`src/rtl/core/sccbm_pkg.sv`:
```
`timescale 1ns / 1ps
// sccbm_pkg: phase codes, command/mode/status codes and the shared structs
// for the SCCB register master. No dependencies.
package sccbm_pkg;

  // bus phase codes
  localparam logic [3:0] PH_IDLE       = 4'd0;
  localparam logic [3:0] PH_CHECK      = 4'd1;
  localparam logic [3:0] PH_START      = 4'd2;
  localparam logic [3:0] PH_START_HOLD = 4'd3;
  localparam logic [3:0] PH_BIT_LOW    = 4'd4;
  localparam logic [3:0] PH_BIT_HIGH   = 4'd5;
  localparam logic [3:0] PH_ACK_LOW    = 4'd6;
  localparam logic [3:0] PH_ACK_HIGH   = 4'd7;
  localparam logic [3:0] PH_RD_LOW     = 4'd8;
  localparam logic [3:0] PH_RD_HIGH    = 4'd9;
  localparam logic [3:0] PH_MACK_LOW   = 4'd10;
  localparam logic [3:0] PH_MACK_HIGH  = 4'd11;
  localparam logic [3:0] PH_STOP1      = 4'd12;
  localparam logic [3:0] PH_STOP2      = 4'd13;
  localparam logic [3:0] PH_STOP3      = 4'd14;

  // commands
  localparam logic [1:0] CMD_TICK  = 2'd0;
  localparam logic [1:0] CMD_WRITE = 2'd1;
  localparam logic [1:0] CMD_READ  = 2'd2;

  // transaction modes
  localparam logic [1:0] MODE_NONE = 2'd0;
  localparam logic [1:0] MODE_W8   = 2'd1;
  localparam logic [1:0] MODE_W16  = 2'd2;
  localparam logic [1:0] MODE_RD   = 2'd3;

  // completion status
  localparam logic [1:0] STAT_OK       = 2'd0;
  localparam logic [1:0] STAT_BUS_BUSY = 2'd1;
  localparam logic [1:0] STAT_NACK     = 2'd2;

  // byte stages on the bus
  localparam logic [1:0] STG_ADDR   = 2'd0;
  localparam logic [1:0] STG_OFFSET = 2'd1;
  localparam logic [1:0] STG_SECOND = 2'd2;
  localparam logic [1:0] STG_THIRD  = 2'd3;

  // register map
  localparam logic [2:0] ADDR_SLAVE = 3'd0;

  localparam logic [3:0] BYTE_BITS = 4'd8;

  typedef struct packed {
    logic [3:0]  phase;
    logic [3:0]  bit_count;
    logic [7:0]  shift_reg;
    logic [7:0]  held_offset;
    logic [15:0] held_data;
    logic [1:0]  held_mode;
    logic [1:0]  error_code;
    logic [1:0]  stage;
  } state_t;

  typedef struct packed {
    logic       scl_release;
    logic       sda_release;
    logic [7:0] read_byte;
    logic       byte_valid;
    logic       last_byte;
    logic       busy;
    logic       done;
    logic [1:0] status;
  } result_t;

endpackage

```
`src/rtl/core/sccb_register_master_core.sv`:
```
`timescale 1ns / 1ps
// sccb_register_master_core: SCCB/I2C register master, one bus phase per item.
// A result is on the output in the cycle after its item is accepted.
// Throughput: one item per cycle while the output is not stalled; the phase step is a single registered pass.
// Reset (rst_ni low, asynchronous): phase idle, all held state cleared,
// slave address 33, output register empty.
// Depends on sccbm_pkg and sccbm_step.
module sccb_register_master_core #(
  parameter int MAX_BURST = 256
) (
  input  logic        clk_i,
  input  logic        rst_ni,

  // APB-style configuration port
  input  logic        psel,
  input  logic        penable,
  input  logic        pwrite,
  input  logic [2:0]  paddr,
  input  logic [31:0] pwdata,
  output logic [31:0] prdata,
  output logic        pready,

  // item input: one bus phase tick
  input  logic        in_valid_i,
  output logic        in_stall_o,
  input  logic [1:0]  cmd_i,
  input  logic [7:0]  reg_offset_i,
  input  logic [15:0] write_data_i,
  input  logic        write_two_i,
  input  logic [8:0]  read_count_i,
  input  logic        sda_sample_i,

  // item output: pin levels and status for that tick
  output logic        out_valid_o,
  input  logic        out_stall_i,
  output logic        scl_release_o,
  output logic        sda_release_o,
  output logic [7:0]  read_byte_o,
  output logic        byte_valid_o,
  output logic        last_byte_o,
  output logic        busy_res_o,
  output logic        done_res_o,
  output logic [1:0]  status_o
);
  import sccbm_pkg::*;

  // bytes_left must hold MAX_BURST itself
  localparam int BL_W = $clog2(MAX_BURST + 1);

  logic [6:0]      slave_addr_q;
  state_t          state_q, state_d;
  logic [BL_W-1:0] bytes_left_q, bytes_left_d;
  logic [BL_W-1:0] count_clamped;
  result_t         res_d, result_q;
  logic            out_valid_q, out_valid_d;
  logic            accept;
  logic            cfg_wr;

  // ---------------------------------------------------------------------------
  // Configuration: one register, slave address at byte address 0.
  // ---------------------------------------------------------------------------
  assign pready = 1'b1;
  assign cfg_wr = psel & penable & pwrite & pready;
  assign prdata = (paddr == ADDR_SLAVE) ? {25'd0, slave_addr_q} : 32'd0;

  always_ff @(posedge clk_i or negedge rst_ni) begin
    if (!rst_ni) begin
      slave_addr_q <= 7'd33;
    end else if (cfg_wr && paddr == ADDR_SLAVE) begin
      slave_addr_q <= pwdata[6:0];
    end
  end

  // ---------------------------------------------------------------------------
  // Handshake: the output register parts the two sides. A new item is taken
  // whenever the output register is empty or being drained this cycle.
  // ---------------------------------------------------------------------------
  assign in_stall_o  = out_valid_q & out_stall_i;
  assign accept      = in_valid_i & ~in_stall_o;
  assign out_valid_d = accept | (out_valid_q & out_stall_i);

  // burst length clamped to MAX_BURST
  assign count_clamped = (32'(read_count_i) > 32'(MAX_BURST)) ?
                         BL_W'(MAX_BURST) : BL_W'(read_count_i);

  sccbm_step #(
    .BL_W (BL_W)
  ) u_step (
    .state_i         (state_q),
    .bytes_left_i    (bytes_left_q),
    .slave_address_i (slave_addr_q),
    .cmd_i           (cmd_i),
    .reg_offset_i    (reg_offset_i),
    .write_data_i    (write_data_i),
    .write_two_i     (write_two_i),
    .read_count_i    (count_clamped),
    .sda_sample_i    (sda_sample_i),
    .state_o         (state_d),
    .bytes_left_o    (bytes_left_d),
    .result_o        (res_d)
  );

  // phase state advances only on an accepted item
  always_ff @(posedge clk_i or negedge rst_ni) begin
    if (!rst_ni) begin
      state_q      <= '0;
      bytes_left_q <= '0;
      out_valid_q  <= 1'b0;
    end else begin
      out_valid_q <= out_valid_d;
      if (accept) begin
        state_q      <= state_d;
        bytes_left_q <= bytes_left_d;
      end
    end
  end

  // result payload, held while stalled
  always_ff @(posedge clk_i) begin
    if (accept) begin
      result_q <= res_d;
    end
  end

  assign out_valid_o   = out_valid_q;
  assign scl_release_o = result_q.scl_release;
  assign sda_release_o = result_q.sda_release;
  assign read_byte_o   = result_q.read_byte;
  assign byte_valid_o  = result_q.byte_valid;
  assign last_byte_o   = result_q.last_byte;
  assign busy_res_o    = result_q.busy;
  assign done_res_o    = result_q.done;
  assign status_o      = result_q.status;

  // ---------------------------------------------------------------------------
  // Checks
  // ---------------------------------------------------------------------------
  // busy flag in the result matches the phase left behind by that item
  a_busy_tracks_phase: assert property (@(posedge clk_i) disable iff (!rst_ni)
    accept |=> (out_valid_q && (result_q.busy == (state_q.phase != PH_IDLE))))
    else $error("busy flag disagrees with phase");

  // a finished transaction leaves the master idle
  a_done_not_busy: assert property (@(posedge clk_i) disable iff (!rst_ni)
    (out_valid_q && result_q.done) |-> !result_q.busy)
    else $error("done while still busy");

  // an error status only comes with done
  a_status_with_done: assert property (@(posedge clk_i) disable iff (!rst_ni)
    (out_valid_q && result_q.status != STAT_OK) |-> result_q.done)
    else $error("status without done");

  // received bytes only arrive mid-transaction, last marks a received byte
  a_byte_in_burst: assert property (@(posedge clk_i) disable iff (!rst_ni)
    (out_valid_q && result_q.last_byte) |-> (result_q.byte_valid && result_q.busy))
    else $error("last byte outside a read");

  // accepted items never overwrite a stalled result
  a_no_overwrite: assert property (@(posedge clk_i) disable iff (!rst_ni)
    (out_valid_q && out_stall_i) |-> !accept)
    else $error("item taken while result stalled");

endmodule

```
`src/rtl/core/sccbm_step.sv`:
```
`timescale 1ns / 1ps
// sccbm_step: one bus-phase step of the SCCB master, purely combinational.
// Depends on sccbm_pkg.
module sccbm_step #(
  parameter int BL_W = 9
) (
  input  sccbm_pkg::state_t  state_i,
  input  logic [BL_W-1:0]    bytes_left_i,
  input  logic [6:0]         slave_address_i,
  input  logic [1:0]         cmd_i,
  input  logic [7:0]         reg_offset_i,
  input  logic [15:0]        write_data_i,
  input  logic               write_two_i,
  input  logic [BL_W-1:0]    read_count_i,   // already clamped
  input  logic               sda_sample_i,
  output sccbm_pkg::state_t  state_o,
  output logic [BL_W-1:0]    bytes_left_o,
  output sccbm_pkg::result_t result_o
);
  import sccbm_pkg::*;

  logic [3:0]      bc_dec;
  logic [7:0]      rd_shift;
  logic [BL_W-1:0] bl_dec;
  logic            last_rd;

  assign bc_dec   = state_i.bit_count - 4'd1;
  assign rd_shift = {state_i.shift_reg[6:0], sda_sample_i};
  assign bl_dec   = (bytes_left_i != '0) ? bytes_left_i - BL_W'(1) : bytes_left_i;
  assign last_rd  = (bytes_left_i <= BL_W'(1));

  always_comb begin
    state_o      = state_i;
    bytes_left_o = bytes_left_i;
    result_o     = '0;
    result_o.scl_release = 1'b1;
    result_o.sda_release = 1'b1;

    unique case (state_i.phase)
      PH_IDLE: begin
        if (cmd_i == CMD_WRITE || cmd_i == CMD_READ) begin
          state_o.held_offset = reg_offset_i;
          state_o.held_data   = write_data_i;
          if (cmd_i == CMD_WRITE) begin
            state_o.held_mode = write_two_i ? MODE_W16 : MODE_W8;
            bytes_left_o      = '0;
          end else begin
            state_o.held_mode = MODE_RD;
            bytes_left_o      = read_count_i;
          end
          state_o.error_code = STAT_OK;
          state_o.stage      = STG_ADDR;
          state_o.phase      = PH_CHECK;
        end
      end
      PH_CHECK: begin
        if (!sda_sample_i) begin
          result_o.done   = 1'b1;
          result_o.status = STAT_BUS_BUSY;
          state_o.phase   = PH_IDLE;
        end else begin
          state_o.phase = PH_START;
        end
      end
      PH_START: begin
        result_o.sda_release = 1'b0;
        state_o.phase        = PH_START_HOLD;
      end
      PH_START_HOLD: begin
        result_o.scl_release = 1'b0;
        result_o.sda_release = 1'b0;
        if (sda_sample_i) begin
          result_o.done   = 1'b1;
          result_o.status = STAT_BUS_BUSY;
          state_o.phase   = PH_IDLE;
        end else begin
          state_o.shift_reg = {slave_address_i, state_i.stage == STG_SECOND};
          state_o.bit_count = BYTE_BITS;
          state_o.phase     = PH_BIT_LOW;
        end
      end
      PH_BIT_LOW: begin
        result_o.scl_release = 1'b0;
        result_o.sda_release = state_i.shift_reg[7];
        state_o.phase        = PH_BIT_HIGH;
      end
      PH_BIT_HIGH: begin
        result_o.sda_release = state_i.shift_reg[7];
        state_o.shift_reg    = {state_i.shift_reg[6:0], 1'b0};
        state_o.bit_count    = bc_dec;
        state_o.phase        = (bc_dec == 4'd0) ? PH_ACK_LOW : PH_BIT_LOW;
      end
      PH_ACK_LOW: begin
        result_o.scl_release = 1'b0;
        state_o.phase        = PH_ACK_HIGH;
      end
      PH_ACK_HIGH: begin
        priority if (sda_sample_i) begin
          state_o.error_code = STAT_NACK;
          state_o.phase      = PH_STOP1;
        end else if (state_i.stage == STG_ADDR) begin
          state_o.stage     = STG_OFFSET;
          state_o.shift_reg = state_i.held_offset;
          state_o.bit_count = BYTE_BITS;
          state_o.phase     = PH_BIT_LOW;
        end else if (state_i.held_mode == MODE_RD) begin
          if (state_i.stage == STG_OFFSET) begin
            // offset sent: stop, then restart for the read address
            state_o.stage = STG_SECOND;
            state_o.phase = PH_STOP1;
          end else begin
            state_o.stage     = STG_THIRD;
            state_o.bit_count = BYTE_BITS;
            state_o.shift_reg = '0;
            state_o.phase     = (bytes_left_i == '0) ? PH_STOP1 : PH_RD_LOW;
          end
        end else if (state_i.stage == STG_OFFSET) begin
          state_o.stage     = STG_SECOND;
          state_o.shift_reg = (state_i.held_mode == MODE_W16) ?
                              state_i.held_data[15:8] : state_i.held_data[7:0];
          state_o.bit_count = BYTE_BITS;
          state_o.phase     = PH_BIT_LOW;
        end else if (state_i.stage == STG_SECOND && state_i.held_mode == MODE_W16) begin
          state_o.stage     = STG_THIRD;
          state_o.shift_reg = state_i.held_data[7:0];
          state_o.bit_count = BYTE_BITS;
          state_o.phase     = PH_BIT_LOW;
        end else begin
          state_o.phase = PH_STOP1;
        end
      end
      PH_RD_LOW: begin
        result_o.scl_release = 1'b0;
        state_o.phase        = PH_RD_HIGH;
      end
      PH_RD_HIGH: begin
        state_o.shift_reg = rd_shift;
        state_o.bit_count = bc_dec;
        if (bc_dec == 4'd0) begin
          result_o.byte_valid = 1'b1;
          result_o.read_byte  = rd_shift;
          result_o.last_byte  = (bytes_left_i == BL_W'(1));
          state_o.phase       = PH_MACK_LOW;
        end else begin
          state_o.phase = PH_RD_LOW;
        end
      end
      PH_MACK_LOW: begin
        result_o.scl_release = 1'b0;
        result_o.sda_release = last_rd;
        state_o.phase        = PH_MACK_HIGH;
      end
      PH_MACK_HIGH: begin
        result_o.sda_release = last_rd;
        bytes_left_o         = bl_dec;
        if (bl_dec == '0) begin
          state_o.phase = PH_STOP1;
        end else begin
          state_o.bit_count = BYTE_BITS;
          state_o.shift_reg = '0;
          state_o.phase     = PH_RD_LOW;
        end
      end
      PH_STOP1: begin
        result_o.scl_release = 1'b0;
        result_o.sda_release = 1'b0;
        state_o.phase        = PH_STOP2;
      end
      PH_STOP2: begin
        result_o.sda_release = 1'b0;
        state_o.phase        = PH_STOP3;
      end
      PH_STOP3: begin
        if (state_i.error_code == STAT_OK && state_i.held_mode == MODE_RD &&
            state_i.stage == STG_SECOND) begin
          state_o.phase = PH_CHECK;
        end else begin
          result_o.done   = 1'b1;
          result_o.status = state_i.error_code;
          state_o.phase   = PH_IDLE;
        end
      end
      default: begin
        result_o.done = 1'b1;
        state_o.phase = PH_IDLE;
      end
    endcase

    result_o.busy = (state_o.phase != PH_IDLE);
  end

endmodule

```
`config.mk`:
```
export PLATFORM = sky130hd
export DESIGN_NAME = sccb_register_master_core
export DESIGN_NICKNAME = d
export VERILOG_FILES = /design/src/rtl/core/sccbm_pkg.sv /design/src/rtl/core/sccb_register_master_core.sv /design/src/rtl/core/sccbm_step.sv
export SDC_FILE = /design/constraint.sdc
export NUM_CORES = 1
export LEC_CHECK = 0
export ABC_AREA = 1
export BUFFER_PORTS_ARGS = -buffer_cell sky130_fd_sc_hd__buf_2
export CORE_MARGIN = 5
export CORE_UTILIZATION = 39
export DETAILED_ROUTE_END_ITERATION = 8
export PLACE_DENSITY = 0.63
export RECOVER_POWER = 50
export SYNTH_ARGS = -nofsm -noshare
export SYNTH_HDL_FRONTEND = slang
export SYNTH_SLANG_ARGS = --single-unit
```
`constraint.sdc`:
```
create_clock -name clk_i -period 2.25 [get_ports clk_i]
set_input_delay 0.1125 -clock clk_i [delete_from_list [all_inputs] [get_ports clk_i]]
set_output_delay 0.1125 -clock clk_i [all_outputs]
set_load 0.02 [all_outputs]
```
==> impl_metrics.py <==
metrics = {
    "global_route": {
        "grt_pass1_wl_um": 19250,
        "grt_max_degree": 25,
        "track_usage": 0.1649,
        "antenna_found_initial": 0,
        "grt_overflow_total": 0,
        "grt_pass1_vias": 4050,
    },
    "die": {
        "rows": 39,
        "die_h_um": 118.5,
        "die_area_mm2": 0.01404,
        "die_w_um": 118.5,
        "core_area_mm2": 0.01147,
        "start_util": 0.4004,
        "num_io_pins": 130,
    },
    "pwr": {
        "swShare": 0.4271,
        "cellInternalPower_mw": 3.845,
        "pwr-share-seq": 0.344,
        "power_density_mw_per_mm2": 1197,
        "power_frac_comb": 0.450,
        "irDropWorstVdd_uv": 401.9,
        "switchingPower_mw": 2.867,
        "clkPwrFrac": 0.206,
        "leakagePower_nw": 2.764,
    },
    "synth": {
        "synth_ff_type": "dfrtp_1",
        "yosys_warnings": 0,
        "synth.area.top_cells": "dfrtp_1 33%, nand2_1 14%, edfxtp_1 10%",
        "synth_area_mm2": 0.004592,
        "ys_async_sr_fraction": 0.7949,
        "synth-edff-count": 16,
        "synth.most_common_cell": "nand2_1",
        "ys_seq_elements": 78,
        "synth-seq-area-share": 0.4431,
        "synth_top_area_cell": "dfrtp_1",
        "post-synth-top-area-fraction": 0.3270,
        "synthCells": 599,
        "yosys-top-cells-count": "168 x nand2_1, 74 x inv_1, 60 x dfrtp_1",
        "ys_types": 44,
        "syn_area_per_cell_um2": 7.666,
    },
    "timing": {
        "final.setup.tns_ns": 0,
        "rsz0062_at_grt": "no",
        "tightest_slew_ns": 1.254,
        "setup_viol": 0,
        "slew_violations": 0,
        "clock_skew_ns": 0.007787,
        "finalHoldViolCount": 0,
        "min_period_ns": 2.052,
        "fin_crit_sh": 0.9122,
        "relSlewSlack": 0.1641,
        "max_freq_mhz": 487.2,
    },
    "setup_path": {
        "cp_data_arrival_time_ns": 2.14,
        "crit_type": "reg2reg",
        "cp_data_required_time_ns": 2.33,
        "end_kind": "register",
        "worst_setup_path_start_kind": "register",
        "cp_max_fo": 7,
    },
    "placed_design": {
        "dp_hpwl_um": 8482,
        "port_buffers": 78,
        "place.gp.congestion": 0.8924,
    },
    "clock_network": {
        "worstSkewPairLatency_ns": 0.34,
        "cts_max_path_buffers": 2,
        "cts_post_setup_buffers_inserted": 0,
        "htreeDepth": 3,
        "cts_tree": "built",
        "cts.sinks": 78,
        "root_buffer": "clkbuf_16",
        "post_cts_resized": 0,
        "numCtsBuffers": 9,
        "clk_pin_slew_worst_paths_ns": 0.06,
    },
    "drt": {
        "route.vias.total": 4152,
        "drt_first_pass_iters": 4,
        "ant_nets": 0,
        "wirelength_um": 11330,
        "via_per_inst": 4.828,
        "first_iter_violations": 247,
        "routedWlPerCell_um": 13.17,
        "drc_errors": 0,
    },
    "cells_and_area": {
        "utilization": 0.4888,
        "nNetsFinal": 797,
        "diodes": 0,
        "drive_above_1_share": 0.1646,
        "nFillCells": 1123,
        "syn2layout_area_growth_pct": 22.07,
    },
    "run": {
        "cap_violations": 0,
    },
    "min_path": {
        "worstHoldPathType": "in2reg",
    },
    "status": {
        "status": "finished, final reports clean",
    },
}
-- per-stage QoR --
step	setup slack, ns	hold WS [ns]	area, µm²	power, mW	instances
final	0.1976	0.003512	5605	6.712	860
after floorplan	0.004266	-0.1831	4682	4.579	623
after global placement	0.2402	0.1015	5070	5.229	815
after global routing	0.003129	0.02843	5605	7.288	860
after detailed placement	0.2049	0.1096	5070	5.309	815
after CTS	0.1966	0.002694	5643	6.766	860
-- state kept, by name, summed over array words and instances (netlist names) --
| register | flops |
|---|---|
| bytes_left_q | 9 |
| read_byte_o | 8 |
| sda_release_o | 1 |
| byte_valid_o | 1 |
| done_res_o | 1 |
| last_byte_o | 1 |
| state_q | 45 |
| slave_addr_q | 7 |
| status_o | 2 |
| busy_res_o | 1 |
| out_valid_o | 1 |
| scl_release_o | 1 |
-- worst max-delay path, cell delays in order, from the launching register on --
cell and delay, ns:
dfrtp_1 0.39, inv_1 0.19, ha_1 0.24, inv_1 0.05, nor2_1 0.14, buf_4 0.13, nand3_1 0.05, nand2_1 0.07
nand2_1 0.06, inv_1 0.06, nor2_1 0.04, nand3_2 0.14, nand2_1 0.10, inv_1 0.06, nand2_1 0.06
-- layer usage --
layer | share of wire | global-route usage | vias to the layer above
li1 | - | - | 2088
met4 | 0.015 | 0.06095 | 0
met5 | 0 | 0 | -
met2 | 0.46 | 0.2567 | 112
met3 | 0.055 | 0.03056 | 15
met1 | 0.47 | 0.2300 | 1937
-- final cells by class --
cell class | count | area (µm²) | share of cell area
multi-input cells | 419 | 2037 | 0.3634
flip-flops and latches | 78 | 2034 | 0.3629
repair buffers | 117 | 743.2 | 0.1326
inverters | 87 | 329.1 | 0.05871
clock buffers | 15 | 277.8 | 0.04955
well taps | 143 | 178.9 | 0.03192
clock inverters | 1 | 5.005 | 0.0008929
-- placed cells by master, fill, tap and decap left out, drive strengths merged --
cell type / instances
dfstp: 2
dfrtp: 60
a41oi: 1
a211oi: 3
edfxtp: 16
a21o: 1
a21oi: 11
inv: 87
dlygate4sd3: 29
or2: 1
a31oi: 1
clkinv: 1
nor3: 2
xnor2: 2
nor4: 1
clkbuf: 43
conb: 26
o22ai: 11
nand2: 175
nand4: 9
xor2: 3
nor2: 69
nand3: 40
buf: 60
ha: 6
o311ai: 1
nand3b: 1
or3: 1
o211ai: 2
o21ai: 51
o2111ai: 1
-- power by group through the flow --
stage	Sequential [mW]	Combinational (mW)	Clock [mW]
2_1_floorplan	2.27	2.31	0
3_3_place_gp	2.31	2.92	0
3_5_place_dp	2.33	2.98	0
4_1_cts	2.31	3.04	1.42
5_1_grt	2.37	3.45	1.47
6_report	2.31	3.02	1.39
-- repair_timing --
| item | CTS | global route |
|---|---|---|
| setup endpoints to repair | 0 | 0 |
| endpoints found under the hold margin | 45 | 0 |
| hold buffers | 29 | 0 |
-- worst paths after layout --
path / startpoint / end / slack (ns) / depth (start not counted)
max: bytes_left_q[0] / busy_res_o / 0.20 / 14
min: write_data_i[0] / state_q[6] / 0.004 / 3
max reg2reg: bytes_left_q[0] / busy_res_o / 0.20 / 14
min reg2reg: state_q[36] / state_q[36] / 0.47 / 2
max in group asynchronous: rst_ni / state_q[42] / 0.43 / 3
min in group asynchronous: rst_ni / state_q[12] / 0.56 / 2
-- kinds of logic (layout without fill, tap and decap cells) --
| group | Yosys count | count (layout) | synth area share |
|---|---|---|---|
| simple gates | 299 | 299 | 0.2932 |
| buf+inv | 126 | 220 | 0.1335 |
| compound gates | 83 | 83 | 0.1027 |
| flops | 78 | 78 | 0.4431 |
| fa+ha+maj | 6 | 6 | 0.01635 |
| xor+xnor | 5 | 5 | 0.009539 |
| other cells | 2 | 26 | 0.001635 |
(Power assumes the default switching activity.)
